$ cat src/hw/rtl/bwo_pkg.sv
package bwo_pkg;

	typedef enum logic [1:0] {
		OP_MUL,
		OP_DIV,
		OP_SQRT
	} unit_op_t;

	typedef struct packed {
		unit_op_t    op;
		logic [95:0] a;
		logic [63:0] b;
		logic [6:0]  len;
	} unit_req_t;

	typedef struct packed {
		logic         done;
		logic [127:0] res;
	} unit_rsp_t;

	typedef enum logic [2:0] {
		REG_MODE,
		REG_BATCH,
		REG_LRATE,
		REG_FRATE,
		REG_WMIN,
		REG_WMAX,
		REG_DECAY1,
		REG_DECAY2
	} cfg_reg_t;

	typedef enum logic [4:0] {
		ST_IDLE,
		ST_IDX,
		ST_CHK,
		ST_MEAN,
		ST_GD,
		ST_P1,
		ST_P2,
		ST_SQ1,
		ST_X,
		ST_ALPHA,
		ST_M1A,
		ST_M1B,
		ST_GSQ,
		ST_M2A,
		ST_M2B,
		ST_SQ2,
		ST_T,
		ST_DSTEP,
		ST_QINIT,
		ST_QTEST,
		ST_QMR,
		ST_QMB,
		ST_QPOW,
		ST_QMOM,
		ST_CLAMP,
		ST_DONE
	} state_t;

	localparam logic [32:0]  ONE32      = 33'h1_0000_0000;
	localparam logic [63:0]  EPSILON    = 64'd429;
	localparam logic [32:0]  CATCH_UP   = 33'd16;
	localparam logic [95:0]  DELTA_CAP  = 96'h2_0000_0000_0000;
	localparam logic [95:0]  T_CAP      = 96'h4000_0000_0000_0000;
	localparam logic [95:0]  GSQ_CAP    = 96'h7FFF_FFFF_FFFF;
	localparam logic [47:0]  S48MAX     = 48'h7FFF_FFFF_FFFF;
	localparam logic [47:0]  S48MIN     = 48'h8000_0000_0000;

	localparam logic [31:0]  RST_RATE   = 32'd429497;
	localparam logic [47:0]  RST_WMIN   = 48'hFF9C_0000_0000;
	localparam logic [47:0]  RST_WMAX   = 48'h0064_0000_0000;
	localparam logic [31:0]  RST_DECAY1 = 32'hE666_6666;
	localparam logic [31:0]  RST_DECAY2 = 32'hFFBE_76C9;

	function automatic logic [47:0] mag48(logic [47:0] x);
		return x[47] ? (48'd0 - x) : x;
	endfunction

	function automatic logic signed [47:0] sat48(logic signed [63:0] x);
		logic signed [47:0] r;
		if (x > 64'sh0000_7FFF_FFFF_FFFF)
			r = S48MAX;
		else if (x < 64'shFFFF_8000_0000_0000)
			r = S48MIN;
		else
			r = x[47:0];
		return r;
	endfunction

	function automatic unit_req_t mk_req(unit_op_t op, logic [95:0] a, logic [63:0] b,
					     logic [6:0] len);
		unit_req_t r;
		r.op  = op;
		r.a   = a;
		r.b   = b;
		r.len = len;
		return r;
	endfunction

endpackage

$ cat src/hw/rtl/bwo_unit.sv
module bwo_unit
	import bwo_pkg::*;
(
	input  logic      clk,
	input  logic      arst_n,
	input  logic      start,
	input  unit_req_t req,
	output unit_rsp_t rsp
);

	logic         busy_q;
	logic         done_q;
	unit_op_t     op_q;
	logic [6:0]   cnt_q;
	logic [95:0]  a_q;
	logic [63:0]  b_q;
	logic [127:0] acc_q;
	logic [64:0]  rem_q;

	logic [1:0]   pp_sel;
	logic [63:0]  pp;
	logic [127:0] pp_sh;
	logic [64:0]  dtry;
	logic         dge;
	logic [51:0]  stry;
	logic [51:0]  strial;
	logic         sge;

	always_comb begin
		pp_sel = ~cnt_q[1:0];
		pp     = {32'd0, (pp_sel[1] ? a_q[63:32] : a_q[31:0])} *
			 {32'd0, (pp_sel[0] ? b_q[63:32] : b_q[31:0])};
		pp_sh  = {64'd0, pp} << {({1'b0, pp_sel[1]} + {1'b0, pp_sel[0]}), 5'd0};
		dtry   = {rem_q[63:0], a_q[95]};
		dge    = dtry >= {1'b0, b_q};
		stry   = {rem_q[49:0], a_q[95:94]};
		strial = {acc_q[49:0], 2'b01};
		sge    = stry >= strial;
	end

	always_ff @(posedge clk or negedge arst_n) begin
		if (!arst_n) begin
			busy_q <= 1'b0;
			done_q <= 1'b0;
			op_q   <= OP_MUL;
			cnt_q  <= 7'd0;
		end else begin
			done_q <= 1'b0;
			if (start && !busy_q) begin
				busy_q <= 1'b1;
				op_q   <= req.op;
				unique case (req.op)
					OP_MUL:  cnt_q <= 7'd3;
					OP_DIV:  cnt_q <= req.len - 7'd1;
					OP_SQRT: cnt_q <= 7'd47;
					default: cnt_q <= 7'd0;
				endcase
			end else if (busy_q) begin
				if (cnt_q == 7'd0) begin
					busy_q <= 1'b0;
					done_q <= 1'b1;
				end else begin
					cnt_q <= cnt_q - 7'd1;
				end
			end
		end
	end

	always_ff @(posedge clk) begin
		if (start && !busy_q) begin
			a_q   <= req.a;
			b_q   <= req.b;
			acc_q <= '0;
			rem_q <= '0;
		end else if (busy_q) begin
			unique case (op_q)
				OP_MUL: acc_q <= acc_q + pp_sh;
				OP_DIV: begin
					rem_q <= dge ? (dtry - {1'b0, b_q}) : dtry;
					acc_q <= {acc_q[126:0], dge};
					a_q   <= {a_q[94:0], 1'b0};
				end
				OP_SQRT: begin
					rem_q <= {13'd0, (sge ? (stry - strial) : stry)};
					acc_q <= {acc_q[126:0], sge};
					a_q   <= {a_q[93:0], 2'b00};
				end
				default: ;
			endcase
		end
	end

	assign rsp.done = done_q;
	assign rsp.res  = acc_q;

endmodule

$ cat config.mk
export PLATFORM = sky130hd
export DESIGN_NAME = bwo_unit
export DESIGN_NICKNAME = d
export VERILOG_FILES = /design/src/hw/rtl/bwo_pkg.sv /design/src/hw/rtl/bwo_unit.sv
export SDC_FILE = /design/constraint.sdc
export NUM_CORES = 2
export LEC_CHECK = 0
export BUFFER_PORTS_ARGS = -buffer_cell sky130_fd_sc_hd__clkbuf_2
export CAP_MARGIN = 5
export CORE_UTILIZATION = 40
export CTS_CLUSTER_DIAMETER = 120
export DETAILED_ROUTE_END_ITERATION = 16
export GPL_TIMING_DRIVEN = 0
export PLACE_DENSITY = 0.57
export SYNTH_ARGS = -nofsm -noshare
export SYNTH_HDL_FRONTEND = slang
export SYNTH_SLANG_ARGS = --single-unit
$ cat constraint.sdc
create_clock -name clk -period 17.95 [get_ports clk]
set_input_delay 0 -clock clk [delete_from_list [all_inputs] [get_ports clk]]
set_output_delay 0 -clock clk [all_outputs]
set_load 0.02 [all_outputs]
==> results.md <==
- Status: finished, violations left
- Failing checks: capacitance limit
- Fillers: ~17k
- Layout Skew: approximately 0.058 ns
- Final setup viols: 0
- Most used DFF post-synth: dfxtp_1
- CTS Buf Count: between 40 and 50
- Peak Freq: roughly 59 MHz
- Main area contributors after synthesis: fa_1 27%, ha_1 9.7%, edfxtp_1 7.3%
- Detailed Place HPWL: ~270000 um
- RSZ-0062 raised after global routing: false
- Initial Util: about two fifths
- Buffers added on ports: 300
- Critical Path RT: 18.55 ns
- Least-Margin Pin Slew: around 1.5 ns
- Syn Nets: 9634
- Crit path launch type: flop
- GRT Residual Overflow: 0
- I/O pin count: 301
- Slowest cell delay on critical path: 1.00 ns
- FF/Latch Area: slightly below 9000 um2
- Post-synth EDFFs: 160
- Most common cell in the netlist: inv_1
- Post-synth cell types: about 100
- Max Cap Viol: 1
- Max-slew headroom: between 1 and 1.5%
- WS Path Type: flop to flop
- Endpoint class of the critical path: flop
- Cells after Synth: ~8.1k
- Layout net count: 10.2k
- Worst hold path type: primary input to flop
- Full die area: between 150000 and 200000 um2
- # rows: approximately 150
- Vias in the first global route: between 60k and 70k
- Mean Syn Cell Area: 8.17 um2
- Setup TNS Final: 0 ns
- # H-tree levels: 2
- Count of final max-slew check failures: 0
- Buffer count from post-CTS setup fixing: 0
- Core area: between 150000 and 200000 um2
- Vias per cell: just under 6
- Arr. time, crit path: 17.46 ns
- Routed WL: about 310000 um
- Synth top cells by count: 1064 x inv_1, 999 x nand2_1, 934 x nor2_1
- Cell with the most instances on the worst path: fa_1
- Clk sink count: ~360
- Pre-Repair DR Iteration Count: 6
- Die Span X: 407 um
- Wire per inst: ~29 um
- GRT Resource Usage Total: roughly 37%
- Synth warnings: 0
- Largest net degree at the start of global routing: between 60 and 70
- Clk Latency, worst-skew pair: between 0.6 and 0.7 ns
- Post-synth top area cell: fa_1
- Flop and latch count out of synthesis: around 360
- Mapped Area: 65800 um2
- CP max stage cell: mux2i_1
- Fin crit share: between 90 and 100%
- Max Fanout on Critical Path: 10
- Root buf cell: clkbuf_16
- Area Overhead vs Synth: 12.5%
- Hold Fails Final Rpt: 0
- Chip height: approximately 410 um
- Post-synth top area share: around 27%
- Vias: 64.0k
- Minimum clock period: 16.86 ns
- Multi-input logic area: a little over 50000 um2
- CTS tree: yes
- Register area share after synthesis: between 10% and 20%
- Antenna Nets Post-Route: 0
- Async S/R FF share, synth: 3.03%
- Clock transition at path regs: about 0.060 ns
- # DRC: 0
- Final Wtd Congestion: about 1.0
- First-pass GRT wire length: 453000 um
- Clk buf depth: 3
- Initial antenna violation count: 12
- Share of cells above drive strength 1: 6.69%
- Detailed Route Iter0 Violations: slightly below 7k
## sequential cells by signal, indices dropped and copies added, names as in the netlist
signal  count
acc_q     128
op_q        2
done_q      1
a_q        96
cnt_q       7
b_q        64
rem_q      64
busy_q      1
## timing repair
action | in CTS | in global routing
gates resized for setup | 0 | 0
hold endpoints to repair | 181 | 0
hold buffers | 175 | 0
## per-layer routing
metal | track usage (%) | vias up | share of wire [%]
li1 | - | 28000 | -
met1 | 48.3 | 32100 | 40
met2 | 59.3 | 3296 | 45
met3 | 5.96 | 686 | 8.4
met4 | 21.2 | 8 | 6.8
met5 | 0 | - | 0.017
## cell families after synthesis
family,Yosys count,share of synthesized area (%)
and+or+nand+nor,2467,15.9
adders and majority gates,1409,37.1
AOI/OAI and AO/OA,1806,17.7
buffers and inverters,1531,8.84
muxes,206,3.23
DFF,363,13.6
xor gates and xnor gates,271,3.61
## layout make-up
| cell class | count | area share, % |
|---|---|---|
| multi-input cells | 6159 | 69.1 |
| flip-flops and latches | 363 | 12.1 |
| inverters | 1064 | 5.40 |
| clock buffers | 55 | 1.76 |
| plain buffers | 467 | 2.46 |
| clock inverters | 37 | 0.622 |
| well taps | 2175 | 3.68 |
| diodes | 10 | 0.0338 |
| repair buffers | 507 | 4.93 |
## cells in the final DEF (no fill, tap or decap), types with 112 or more instances in the layout
| cell type | Yosys | final |
|---|---|---|
| nor2_1 | 934 | 934 |
| nand4_1 | 112 | 112 |
| fa_1 | 898 | 898 |
| nand2_1 | 999 | 999 |
| dlygate4sd3_1 | 0 | 175 |
| a21oi_1 | 457 | 457 |
| o21ai_0 | 445 | 445 |
| ha_1 | 511 | 511 |
| dfxtp_1 | 192 | 192 |
| edfxtp_1 | 160 | 160 |
| clkbuf_1 | 419 | 420 |
| clkbuf_2 | 2 | 303 |
| mux2i_1 | 157 | 151 |
| inv_1 | 1064 | 1063 |
| xnor2_1 | 172 | 172 |
| a21o_1 | 154 | 154 |
## stage by stage
| stage | cell area [um2] | cells | util [%] | setup WS, ns | hold WS [ns] |
|---|---|---|---|---|---|
| 6_report | 74000 | 10800 | 45.4 | 1.09 | 0.0550 |
| 5_1_grt | 74000 | 10800 | 45.4 | 0.649 | 0.0676 |
| 4_1_cts | 73900 | 10800 | 45.4 | 1.38 | 0.0183 |
| 3_5_place_dp | 70400 | 10600 | 43.2 | 1.40 | -0.0662 |
| 3_3_place_gp | 70000 | 10500 | 42.9 | 0.832 | -0.0655 |
| 2_1_floorplan | 65800 | 8053 | - | 6.60 | -0.296 |
## critical path: cells and delay by family, from the launching register on
family	cells	cell delay [ns]
adders and majority gates	10	4.54
AOI/OAI and AO/OA	13	5.15
and+or+nand+nor	10	2.47
DFF	1	0.33
buffers and inverters	10	2.95
muxes	2	1.36
## path summary, 6_finish.rpt
kind | from | to | slack (ns) | depth (start not counted)
setup / recovery | cnt_q[1] | acc_q[126] | 1.09 | 45
hold / removal | req[19] | b_q[12] | 0.05 | 2
setup reg to reg | cnt_q[1] | acc_q[126] | 1.09 | 45
hold reg to reg | cnt_q[6] | done_q | 0.45 | 1
max in group asynchronous | arst_n | cnt_q[6] | 16.89 | 3
min in group asynchronous | arst_n | op_q[0] | 0.55 | 3
Power is not shown: default switching activity piles up to over one toggle a cycle in this logic, so the estimate is an artifact.
